==> src/manl_pkg.sv <==
// Package: constants and helpers for the auto-normalizing mix limiter.
`default_nettype none
package manl_pkg;
    localparam int HALF_WAVE     = 32767;
    localparam int HISTORY_DEPTH = 64;
    localparam int FRAC_BITS     = 16;
    localparam int CEIL_W        = 36;
    localparam int HIST_AW       = $clog2(HISTORY_DEPTH);
    localparam int SEEN_W        = $clog2(HISTORY_DEPTH + 1);
    localparam int SAMPLE_W      = 19;
    localparam int MAG_W         = 19;
    localparam int NUM_W         = MAG_W + 15 + FRAC_BITS;
    localparam int REG_W         = 20;
    localparam int HOLD_W        = 21;
    localparam logic [CEIL_W-1:0] HALF_FIXED = CEIL_W'(HALF_WAVE) << FRAC_BITS;
    localparam logic [0:0] ADDR_HOLD = 1'b0;
    localparam logic [0:0] ADDR_FADE = 1'b1;
endpackage
`default_nettype wire

==> src/mix_auto_normalizing_limiter.sv <==
// Top level of the auto-normalizing mix limiter with its shared divider and sequencer.
// Each division (fade step or output scaling) runs on one shared bit-serial divider, one
// quotient bit per cycle. History is a 64-entry memory with one registered read port.
// o_s_tready is low while an item is in work. An item whose sample neither exceeds nor
// follows an excess is scaled at once. An item whose sample raises the ceiling runs the
// 36-step fade-step division before the 50-step scaling. An item that rewrites j earlier
// samples, at most 63, first scans back through history and then rescales each of them
// before the current sample. The next item is taken only from the idle state.
`default_nettype none
module mix_auto_normalizing_limiter (
    input  wire logic        i_clk,
    input  wire logic        i_rst_n,
    input  wire logic        i_s_tvalid,
    output logic             o_s_tready,
    input  wire logic [23:0] i_s_tdata,  // [18:0] mixed_sample
    input  wire logic        i_s_tuser,  // sound_start
    output logic             o_m_tvalid,
    input  wire logic        i_m_tready,
    output logic [23:0]      o_m_tdata,  // [15:0] scaled_sample, [21:16] back_offset
    output logic             o_m_tlast,  // final_of_run
    input  wire logic        psel,
    input  wire logic        penable,
    input  wire logic        pwrite,
    input  wire logic [2:0]  paddr,
    input  wire logic [31:0] pwdata,
    output logic [31:0]      prdata,
    output logic             pready
);
    localparam int CW = manl_pkg::CEIL_W;
    localparam int NW = manl_pkg::NUM_W;
    localparam int AW = manl_pkg::HIST_AW;
    localparam int SW = manl_pkg::SEEN_W;
    localparam int XW = manl_pkg::SAMPLE_W;
    localparam int RW = manl_pkg::REG_W;
    localparam int HW = manl_pkg::HOLD_W;
    localparam logic [SW-1:0] DEPTH = SW'(manl_pkg::HISTORY_DEPTH);

    typedef enum logic [3:0] {
        S_IDLE, S_EXC, S_FSTEP, S_SCAN, S_SCANW, S_POS, S_RD, S_RDL, S_RDW, S_DIV, S_OUT,
        S_UPD
    } t_state;

    t_state r_state;
    logic [RW-1:0] r_hold_samples, r_fade_samples;
    logic [CW-1:0] r_ceiling, r_fade_step;
    logic [HW-1:0] r_hold_count;
    logic          r_exceeded_prev, r_exceed;
    logic [SW-1:0] r_seen;
    logic [AW-1:0] r_wptr;
    logic [XW-1:0] r_hist [manl_pkg::HISTORY_DEPTH];
    logic [XW-1:0] r_rdata, r_x;
    logic [AW-1:0] r_raddr;
    logic [SW-1:0] r_k, r_j;
    logic          r_pos;
    // divider
    logic [NW-1:0] r_num;
    logic [CW:0]   r_rem;
    logic [CW-1:0] r_den;
    logic [5:0]    r_cnt;
    logic          r_neg, r_div_fs;
    logic [CW-1:0] r_quot;
    logic          r_ovalid, r_olast;
    logic [15:0]   r_odata;
    logic [5:0]    r_ooff;

    assign pready = 1'b1;
    assign prdata = (paddr[2] == manl_pkg::ADDR_FADE) ? 32'(r_fade_samples)
                                                      : 32'(r_hold_samples);
    assign o_s_tready = (r_state == S_IDLE);
    assign o_m_tvalid = r_ovalid;
    assign o_m_tdata  = {2'b00, r_ooff, r_odata};
    assign o_m_tlast  = r_olast;

    logic [XW-1:0] x_in, mag_in;
    assign x_in   = i_s_tdata[XW-1:0];
    assign mag_in = x_in[XW-1] ? XW'(-x_in) : x_in;
    logic [XW-1:0] mag_x;
    assign mag_x = r_x[XW-1] ? XW'(-r_x) : r_x;
    logic [XW-1:0] mag_r;
    assign mag_r = r_rdata[XW-1] ? XW'(-r_rdata) : r_rdata;

    logic [CW:0] trial;
    assign trial = {r_rem[CW-1:0], r_num[NW-1]} - {1'b0, r_den};

    logic [CW-1:0] q_sat;
    logic [15:0]   scaled;
    always_comb begin
        q_sat = r_quot;
        if (r_neg) begin
            if (q_sat > CW'(32768)) q_sat = CW'(32768);
            scaled = 16'(17'h10000 - 17'(q_sat));
        end else begin
            if (q_sat > CW'(32767)) q_sat = CW'(32767);
            scaled = q_sat[15:0];
        end
    end

    logic [CW-1:0] ceil_faded;
    always_comb begin
        ceil_faded = r_ceiling;
        if (r_hold_count == '0 && r_ceiling > manl_pkg::HALF_FIXED) begin
            if (r_ceiling - manl_pkg::HALF_FIXED > r_fade_step)
                ceil_faded = r_ceiling - r_fade_step;
            else
                ceil_faded = manl_pkg::HALF_FIXED;
        end
    end

    always_ff @(posedge i_clk) begin
        if (r_state == S_UPD) r_hist[r_wptr] <= r_x;
        r_rdata <= r_hist[r_raddr];
    end

    always_ff @(posedge i_clk) begin
        if (!i_rst_n) begin
            r_state <= S_IDLE;
            r_hold_samples <= RW'(44100);
            r_fade_samples <= RW'(44100);
            r_ceiling <= manl_pkg::HALF_FIXED;
            r_fade_step <= '0;
            r_hold_count <= '0;
            r_exceeded_prev <= 1'b0;
            r_seen <= '0;
            r_wptr <= '0;
            r_ovalid <= 1'b0;
        end else begin
            if (psel && penable && pwrite) begin
                if (paddr[2] == manl_pkg::ADDR_HOLD) r_hold_samples <= pwdata[RW-1:0];
                else r_fade_samples <= pwdata[RW-1:0];
            end
            if (r_ovalid && i_m_tready && r_state != S_OUT) r_ovalid <= 1'b0;
            unique case (r_state)
                S_IDLE: begin
                    if (i_s_tvalid) begin
                        r_x <= x_in;
                        if (i_s_tuser) begin
                            r_ceiling <= manl_pkg::HALF_FIXED;
                            r_fade_step <= '0;
                            r_hold_count <= '0;
                            r_exceeded_prev <= 1'b0;
                            r_seen <= '0;
                        end
                        r_exceed <= (x_in != '0 &&
                            (CW'(mag_in) << manl_pkg::FRAC_BITS) >=
                            (i_s_tuser ? manl_pkg::HALF_FIXED : r_ceiling));
                        r_state <= S_EXC;
                    end
                end
                S_EXC: begin
                    if (r_exceed) begin
                        r_ceiling <= CW'(mag_x) << manl_pkg::FRAC_BITS;
                        r_hold_count <= HW'(r_hold_samples);
                        r_num <= NW'((CW'(mag_x) << manl_pkg::FRAC_BITS)
                                     - manl_pkg::HALF_FIXED) << (NW - CW);
                        r_den <= (r_fade_samples == '0) ? CW'(1) : CW'(r_fade_samples);
                        r_rem <= '0; r_cnt <= 6'(CW); r_quot <= '0;
                        r_div_fs <= 1'b1;
                        r_state <= S_DIV;
                    end else if (r_exceeded_prev && r_seen != '0) begin
                        r_k <= SW'(1);
                        r_raddr <= r_wptr - AW'(1);
                        r_state <= S_SCANW;
                    end else begin
                        r_state <= S_FSTEP;
                    end
                end
                S_SCANW: begin
                    r_raddr <= r_wptr - AW'(2);
                    r_state <= S_POS;
                end
                S_POS: begin
                    // r_rdata is the sample one back
                    r_pos <= ~r_rdata[XW-1] && r_rdata != '0;
                    r_raddr <= r_wptr - AW'(3);
                    r_state <= S_SCAN;
                end
                S_SCAN: begin
                    // r_rdata is sample r_k+1 back, when available
                    if (r_k + SW'(1) > r_seen) begin
                        r_j <= r_k;
                        r_hold_count <= (HW'(r_hold_samples) > HW'(r_k))
                                        ? HW'(r_hold_samples) - HW'(r_k) : '0;
                        r_state <= S_RD;
                    end else if (r_k + SW'(1) >= DEPTH - SW'(1)) begin
                        r_j <= DEPTH - SW'(1);
                        r_hold_count <= (HW'(r_hold_samples) > HW'(DEPTH - SW'(2)))
                                        ? HW'(r_hold_samples) - HW'(DEPTH - SW'(2)) : '0;
                        r_state <= S_RD;
                    end else if (r_pos ? (~r_rdata[XW-1] && r_rdata != '0)
                                       : r_rdata[XW-1]) begin
                        // step back; keep the read address two samples ahead
                        r_k <= r_k + SW'(1);
                        r_raddr <= r_wptr - AW'(r_k + SW'(3));
                    end else begin
                        r_j <= r_k + SW'(1);
                        r_hold_count <= (HW'(r_hold_samples) > HW'(r_k))
                                        ? HW'(r_hold_samples) - HW'(r_k) : '0;
                        r_state <= S_RD;
                    end
                end
                S_RD: begin
                    r_raddr <= r_wptr - r_j[AW-1:0];
                    r_state <= S_RDL;
                end
                S_RDL: begin
                    r_state <= S_RDW;
                end
                S_RDW: begin
                    r_state <= S_DIV;
                    r_div_fs <= 1'b0;
                    r_rem <= '0; r_cnt <= 6'(NW); r_quot <= '0;
                    r_den <= r_ceiling;
                    if (r_j == '0) begin
                        r_neg <= r_x[XW-1];
                        r_num <= NW'(NW'(mag_x) * NW'(manl_pkg::HALF_WAVE))
                                 << manl_pkg::FRAC_BITS;
                    end else begin
                        r_neg <= r_rdata[XW-1];
                        r_num <= NW'(NW'(mag_r) * NW'(manl_pkg::HALF_WAVE))
                                 << manl_pkg::FRAC_BITS;
                    end
                end
                S_DIV: begin
                    if (r_cnt == '0) begin
                        if (r_div_fs) begin
                            r_fade_step <= r_quot;
                            r_state <= S_FSTEP;
                        end else begin
                            r_state <= S_OUT;
                        end
                    end else begin
                        r_num <= r_num << 1;
                        r_cnt <= r_cnt - 6'd1;
                        if (!trial[CW]) begin
                            r_rem <= trial;
                            r_quot <= {r_quot[CW-2:0], 1'b1};
                        end else begin
                            r_rem <= {r_rem[CW-1:0], r_num[NW-1]};
                            r_quot <= {r_quot[CW-2:0], 1'b0};
                        end
                    end
                end
                S_FSTEP: begin
                    // apply hold countdown or fade, then scale the current sample
                    if (r_hold_count != '0) r_hold_count <= r_hold_count - HW'(1);
                    r_ceiling <= ceil_faded;
                    r_j <= '0;
                    r_state <= S_RDW;
                end
                S_OUT: begin
                    if (!r_ovalid || i_m_tready) begin
                        r_ovalid <= 1'b1;
                        r_odata <= scaled;
                        r_ooff <= r_j[5:0];
                        r_olast <= (r_j == '0);
                        if (r_j == '0) begin
                            r_state <= S_UPD;
                        end else if (r_j == SW'(1)) begin
                            r_state <= S_FSTEP;
                        end else begin
                            r_j <= r_j - SW'(1);
                            r_state <= S_RD;
                        end
                    end
                end
                S_UPD: begin
                    r_exceeded_prev <= r_exceed;
                    r_wptr <= r_wptr + AW'(1);
                    if (r_seen < DEPTH) r_seen <= r_seen + SW'(1);
                    r_state <= S_IDLE;
                end
                default: r_state <= S_IDLE;
            endcase
        end
    end
endmodule
`default_nettype wire
==> config.mk <==
export PLATFORM = sky130hd
export DESIGN_NAME = mix_auto_normalizing_limiter
export DESIGN_NICKNAME = d
export VERILOG_FILES = /design/src/manl_pkg.sv /design/src/mix_auto_normalizing_limiter.sv
export SDC_FILE = /design/constraint.sdc
export NUM_CORES = 2
export LEC_CHECK = 0
export BUFFER_PORTS_ARGS = -buffer_cell sky130_fd_sc_hd__buf_2
export CAP_MARGIN = 25
export CORE_ASPECT_RATIO = 0.7
export CORE_MARGIN = 1.5
export CORE_UTILIZATION = 55
export CTS_CLUSTER_SIZE = 20
export DETAILED_ROUTE_END_ITERATION = 10
export PLACE_DENSITY = 0.74
export SYNTH_ARGS = -nofsm -noshare
export SYNTH_HDL_FRONTEND = slang
export SYNTH_SLANG_ARGS = --single-unit
==> constraint.sdc <==
create_clock -name i_clk -period 7.81 [get_ports i_clk]
set_clock_uncertainty 0.1 [all_clocks]
set_input_delay 1.1715 -clock i_clk [delete_from_list [all_inputs] [get_ports i_clk]]
set_output_delay 1.1715 -clock i_clk [all_outputs]
set_load 0.1 [all_outputs]
=== Word-level counts from Yosys, hierarchy flattened ===
Memories as Yosys holds them, arrays and structs flattened. A register that Yosys moved wholly into a read port is not among the register bits.
Cells that the tools add are included.

* Input port bits: 67
* Output and inout bits: 60
* Bits in latches: 0
* Word-level logic and storage cells: 234
* Memories: 1
* Memory bits (writable): 1,216
* Bits in read-only memories: 0
* Bits in registers: 382

* Mux-type cells: 94
* Magnitude comparators: 10
* Bitwise gates (word level): 2
* Equal/unequal tests: 31
* Multiply operators: 2
* Shift-type cells: 0
* Reductions and logical operators: 46
* Div/mod/pow operators: 0
* $add $sub $neg: 22

{| class="wikitable"
|+ Memories
! name !! depth !! bits a word !! read ports !! clocked after memory_dff !! wr ports !! RTL line !! RTL
|-
| r_hist || 64 || 19 || 1 || 1 || 1 || mix_auto_normalizing_limiter.sv:50 || <nowiki>logic [XW-1:0] r_hist [manl_pkg::HISTORY_DEPTH];</nowiki>
|}

{| class="wikitable"
|+ Operator list
! kind !! number
|-
| 2-to-1 mux 36 bit || 15
|-
| case mux 36 bit (3 select lines) || 3
|-
| 2-to-1 mux 21 bit || 9
|-
| 2-to-1 mux 50 bit || 3
|-
| case mux 50 bit (3 select lines) || 1
|-
| case mux 36 bit (2 select lines) || 2
|-
| 2-to-1 mux 7 bit || 14
|-
| case mux 21 bit (4 select lines) || 1
|-
| multiplier 19 x 15 -> 34 bit (second input constant) || 2
|-
| 2-to-1 mux 16 bit || 4
|-
| 2-to-1 mux 19 bit || 3
|-
| negation 19 bit || 3
|-
| 2-to-1 mux 6 bit || 7
|-
| 2-to-1 mux 20 bit || 2
|-
| case mux 4 bit (10 select lines) || 1
|-
| nonzero test 19 bit || 2
|-
| subtractor 37 x 36 -> 37 bit || 1
|-
| >= comparator 35 x 36 -> 1 bit || 1
|-
| > comparator 36 x 15 -> 1 bit (second input constant) || 1
|-
| > comparator 36 x 16 -> 1 bit (second input constant) || 1
|-
| > comparator 36 x 31 -> 1 bit (second input constant) || 1
|-
| > comparator 36 bit || 1
|-
| 2-to-1 mux 4 bit || 9
|-
| subtractor 35 x 31 -> 36 bit (second input constant) || 1
|-
| 55 further kinds || 119
|}

=== Longest topological paths before layout ===
* Word-level depth: 7
* Mapped depth: 31
* Depth with buffers taken out: 30

=== Worst setup path before layout ===
Ideal clock, no wire load.

* Path type: reg-to-reg
* Start point: register r_x[3]
* End point: register r_num[45], data pin
* Cell stages (with the launch flop): 24
* Data required time: 7.439 ns
* Slack: -0.586 ns
* Path buffers: 0
* Arrival: 8.025 ns
* Setup time: 0.271 ns
* Period minus slack after synthesis: 8.396 ns
* Cell sequence: edfxtp_1 -> or4_4 -> nor3_2 -> nand2_1 -> o41ai_2 -> xor2_1 -> fa_1 -> fa_1 -> inv_1 -> fa_1 -> inv_1 -> fa_1 -> fa_1 -> fa_1 -> inv_1 -> ha_1 -> a2111oi_0 -> nand2_1 -> o21ai_0 -> o21ai_0 -> a221oi_1 -> xnor2_1 -> a222oi_1 -> o21ai_0

* Word-level cells in the longest chain between the ends: 5
* Elaborated cells on any way between the ends: 7
* Those cells by class: 2 x add/sub; 1 x mul; 4 x mux

{| class="wikitable"
|+ Ends and longest elaborated chain
! what !! RTL line !! RTL
|-
| start, declared || mix_auto_normalizing_limiter.sv:51 || <nowiki>logic [XW-1:0] r_rdata, r_x;</nowiki>
|-
| start signal, assigned || mix_auto_normalizing_limiter.sv:135 || <nowiki>r_x <= x_in;</nowiki>
|-
| negation 19 bit || mix_auto_normalizing_limiter.sv:78 || <nowiki>assign mag_x = r_x[XW-1] ? XW'(-r_x) : r_x;</nowiki>
|-
| 2-to-1 mux 19 bit * || mix_auto_normalizing_limiter.sv:78 ||
|-
| multiplier 19 x 15 -> 34 bit / subtractor 35 x 31 -> 36 bit (equally long branches) || mix_auto_normalizing_limiter.sv:215, mix_auto_normalizing_limiter.sv:154 ||
|-
| 2-to-1 mux 50 bit (on tied branches) || mix_auto_normalizing_limiter.sv:213, mix_auto_normalizing_limiter.sv:150 ||
|-
| case mux 50 bit (3 select lines) * || mix_auto_normalizing_limiter.sv:132 || <nowiki>unique case (r_state)</nowiki>
|-
| end signal, assigned || mix_auto_normalizing_limiter.sv:215 || <nowiki>r_num <= NW'(NW'(mag_x) * NW'(manl_pkg::HALF_WAVE))</nowiki>
|-
| end signal, assigned || mix_auto_normalizing_limiter.sv:219 || <nowiki>r_num <= NW'(NW'(mag_r) * NW'(manl_pkg::HALF_WAVE))</nowiki>
|-
| end signal, assigned || mix_auto_normalizing_limiter.sv:232 || <nowiki>r_num <= r_num << 1;</nowiki>
|-
| end, declared || mix_auto_normalizing_limiter.sv:56 || <nowiki>logic [NW-1:0] r_num;</nowiki>
|}

Every way passes the cells marked *; elsewhere a longest branch is shown, timed or not. The select of a mux whose other input is x is not followed.
A chain may end at the register's enable or synchronous reset.

=== Final worst setup path ===
* Start point: register r_x[2]
* End point: register r_num[47], data pin

Same word-level chain as after synthesis.

==> reports/qor.csv <==
stage,metric,value,unit
grt,met3 Usage GRT,7.28,%
yosys,top_reg_cell synth,edfxtp_1,
setup_path,Critical Path Fanout Max,4,
grt,first-pass GRT wire length,329,mm
grt,total track usage,29.2,%
yosys,"EDFF count, synth",1430,
cts,CTS Sinks,1601,
yosys,count of cell types in the netlist,107,
routing,First DRT Iteration DRCs,6608,
routing,Total Routed Length,225,mm
routing,post-route DRC violation count,0,
cells_and_area,Post-layout nets,6863,
setup_path,internal reg-to-reg setup slack,0.17,ns
yosys,sequential area share after synthesis,55.8,%
cts,CTS max path bufs,3,
timing,Pins Over Slew Limit,0,
timing,RSZ-0062 raised after global routing,true,
hold_path,hold depth,2,
placed_design,IO buf count,92,
setup_path,reg2reg start,r_x[2]$_DFFE_PP_,
placed_design,HPWL after detailed placement,148,mm
die,Initial Util,55.4,%
timing,Fmax achieved,0.131,GHz
cts,root buffer cell,clkbuf_16,
yosys,Seq cells post-synth,1601,
yosys,cell area after synthesis,83200,um^2
routing,DR vias,52291,
yosys,ys async rst share,0,%
cts,CTS tree,built,
setup_path,Crit. End Element,register,
yosys,Synth warnings,0,
setup_path,crit start category,register,
grt,vias in the first global route,50823,
setup_path,Worst R2R Path Depth,24,
die,I/O pins,127,
routing,via/cell ratio,6.30,
cts,CTS buffer count,151,
routing,Pre-antenna DRT Iters,7,
run_status,outcome,finished clean,
timing,setup violators final,0,
grt,largest net degree at the start of global routing,159,
cts,Max H-tree Level,4,
cts,clock-pin slew on the worst setup and hold paths,0.07,ns
setup_path,WS Path Type,reg -> reg,
run,Max-Cap Viols,0,
cts,Skew-Pair Late Insertion Delay,0.81,ns
timing,Hold WS,0.364,ns
grt,grt total ovfl,0,
yosys,Post-Syn Instances,5902,
cells_and_area,Finished Cell Area,93400,um^2
hold_path,Hold Path Sink,r_fade_step[29]$_SDFFE_PN0P_,
hold_path,worst hold path type,reg -> reg,
die,die height,328,um
timing,Tcrit/Tclk final,97.8,%
setup_path,R2R Path End,r_num[47]$_DFFE_PP_,
grt,M1 GR Usage,44.4,%
timing,number of hold violations in the final report,0,
timing,Period minus WS final,7.64,ns
grt,met2 Use GR,42.4,%
timing,slew margin rel.,24.3,%
routing,Avg WL per Cell,27.1,um
die,die area,154000,um^2
yosys,syn avg cell area,14.1,um^2
setup_path,Required @ worst endpoint,8.24,ns
die,row cnt,119,
die,die width,468,um
cells_and_area,layout cells sized above 1,19.7,%
hold_path,hold_sp,r_fade_step[29]$_SDFFE_PN0P_,
die,core area,150000,um^2
grt,initial antenna violation count,10,
placed_design,"Cell Area, Placed",87500,um^2
routing,remaining antenna violation count,0,
placed_design,routability congestion estimate from global placement,0.977,
cells_and_area,fill count,10766,
grt,gr busiest metal,met1,
setup_path,Critical Path AT,8.07,ns
timing,Worst-Margin Slew,1.14,ns
cells_and_area,Area Overhead vs Synth,12.3,%
state kept, by name, indices dropped and copies added (netlist names), 7 cells and up:
name            cells
r_k                 7
r_quot             36
r_j                 7
r_x                19
r_num              34
r_fade_step        36
r_den              36
r_rdata            19
r_fade_samples     20
r_hold_samples     20
r_odata            16
r_hist           1216
r_seen              7
r_hold_count       21
r_rem              36
r_ceiling          36
layout make-up:
| type | instances | area (um^2) | area share, % |
|---|---|---|---|
| Sequential cell | 1601 | 46400 | 49.7 |
| Multi-Input combinational cell | 3544 | 34700 | 37.2 |
| Clock buffer | 179 | 3940 | 4.22 |
| Timing Repair Buffer | 365 | 2660 | 2.85 |
| Tap cell | 1996 | 2500 | 2.68 |
| Inverter | 516 | 1940 | 2.07 |
| Clock inverter | 97 | 1200 | 1.29 |
| Antenna cell | 2 | 5.00 | 0.00536 |
cells by family (layout without fill, tap and decap cells):
logic type,after synthesis,count (layout),synth area share (%)
DFF,1601,1601,55.8
AOI/OAI and AO/OA,896,896,7.30
other,2,17,0.00903
buffers and inverters,770,1157,3.57
muxes,461,461,11.6
adders and majority gates,618,618,11.5
xor gates and xnor gates,294,294,3.11
and+or+nand+nor,1260,1260,7.14
metal layers:
layer	up-vias	wire, um
met3	357	25700
met1	26437	95300
met2	2875	98800
met4	6	5430
li1	22616	-
met5	-	34
worst max-delay path by stage:
stage	startpoint	endpoint	slack, ns
floorplan	r_x[2]$_DFFE_PP_	r_num[43]$_DFFE_PP_	-0.11
global placement	r_x[1]$_DFFE_PP_	r_num[36]$_DFFE_PP_	-0.07
detailed placement	r_x[1]$_DFFE_PP_	r_num[45]$_DFFE_PP_	-0.15
CTS	r_x[1]$_DFFE_PP_	r_num[48]$_DFFE_PP_	0.007
global route	r_x[2]$_DFFE_PP_	r_num[36]$_DFFE_PP_	-0.07
finish	r_x[2]$_DFFE_PP_	r_num[47]$_DFFE_PP_	0.17
Yosys cell counts (17+ instances only):
library cell	count	area share, %
a211oi_1	19	0.17
a21boi_0	76	0.69
a21o_1	87	0.79
a21oi_1	184	1.1
a222oi_1	18	0.22
a22oi_1	28	0.25
a31oi_1	26	0.20
and2_1	54	0.41
and3_1	40	0.30
buf_1	36	0.16
buf_4	17	0.15
clkbuf_1	186	0.84
dfxtp_1	171	4.1
edfxtp_1	1430	52
fa_1	246	5.9
ha_1	371	5.6
inv_1	513	2.3
mux2_2	21	0.28
mux2i_1	40	0.48
mux4_2	399	11
nand2_1	461	2.1
nand2b_1	37	0.28
nand3_1	83	0.50
nand4_1	32	0.24
nor2_1	292	1.3
nor2b_1	45	0.34
nor3_1	72	0.43
nor4_1	32	0.24
o211ai_1	26	0.23
o21a_1	26	0.23
o21ai_0	181	1.1
o21bai_1	25	0.23
o22ai_1	29	0.22
o31ai_1	24	0.22
or3_1	36	0.27
xnor2_1	186	2.0
xor2_1	106	1.1
critical path, stage by stage (launching register included):
cell and delay (ns):
edfxtp_1 0.41, or4_4 0.58, nor3_4 0.14, nand2_2 0.11
o41ai_4 0.41, xor2_2 0.20, buf_6 0.15, fa_2 0.46
fa_1 0.59, inv_2 0.07, fa_1 0.51, fa_1 0.43
fa_1 0.50, inv_1 0.06, fa_1 0.50, inv_2 0.05
ha_4 0.27, and3_4 0.19, nand4_1 0.26, or4b_4 0.60
o21ai_1 0.24, o22ai_1 0.14, mux2i_1 0.13, a221oi_1 0.20
o21ai_1 0.09
placed cells by master (no fill, tap or decap), types with 26 or more instances in the layout:
cell,instances
nand2_1,460
nand4_1,32
nor2b_1,45
nor2_1,221
nand2b_1,37
a21o_1,86
and2_1,54
nor2_2,58
o21ai_0,162
ha_1,364
a22oi_1,28
nor4_1,31
nand3_1,83
dfxtp_1,170
inv_1,502
buf_2,93
xnor2_1,172
or3_1,33
a21oi_1,172
clkbuf_16,153
a21boi_0,74
buf_4,258
nor3_1,67
and3_1,39
mux4_2,399
clkinv_1,35
edfxtp_1,1430
xor2_1,100
o21a_1,26
o22ai_1,29
o211ai_1,26
fa_1,234
mux2i_1,40
what timing repair did:
item / 4_1_cts / 5_1_grt
resized for setup: 8 / 101
endpoints found under the setup margin: 11 / 16
pin swaps: 0 / 41
buffers inserted: 1 / 19
hold endpoints to repair: 0 / 0
hold buffers: 0 / 0
per-stage QoR:
| stage | cells | setup TNS [ns] | utilization [%] | setup slack (ns) |
|---|---|---|---|---|
| floorplan | 5915 | -0.342 | - | -0.109 |
| global placement | 7995 | -0.116 | 58.2 | -0.0677 |
| detailed placement | 7998 | -0.431 | 58.2 | -0.154 |
| CTS | 8275 | 0 | 61.7 | 0.00696 |
| global route | 8298 | -0.237 | 62.1 | -0.0724 |
| finish | 8300 | 0 | 62.1 | 0.172 |
Power is not shown: default switching activity piles up to over one toggle a cycle in this logic, so the estimate is an artifact.
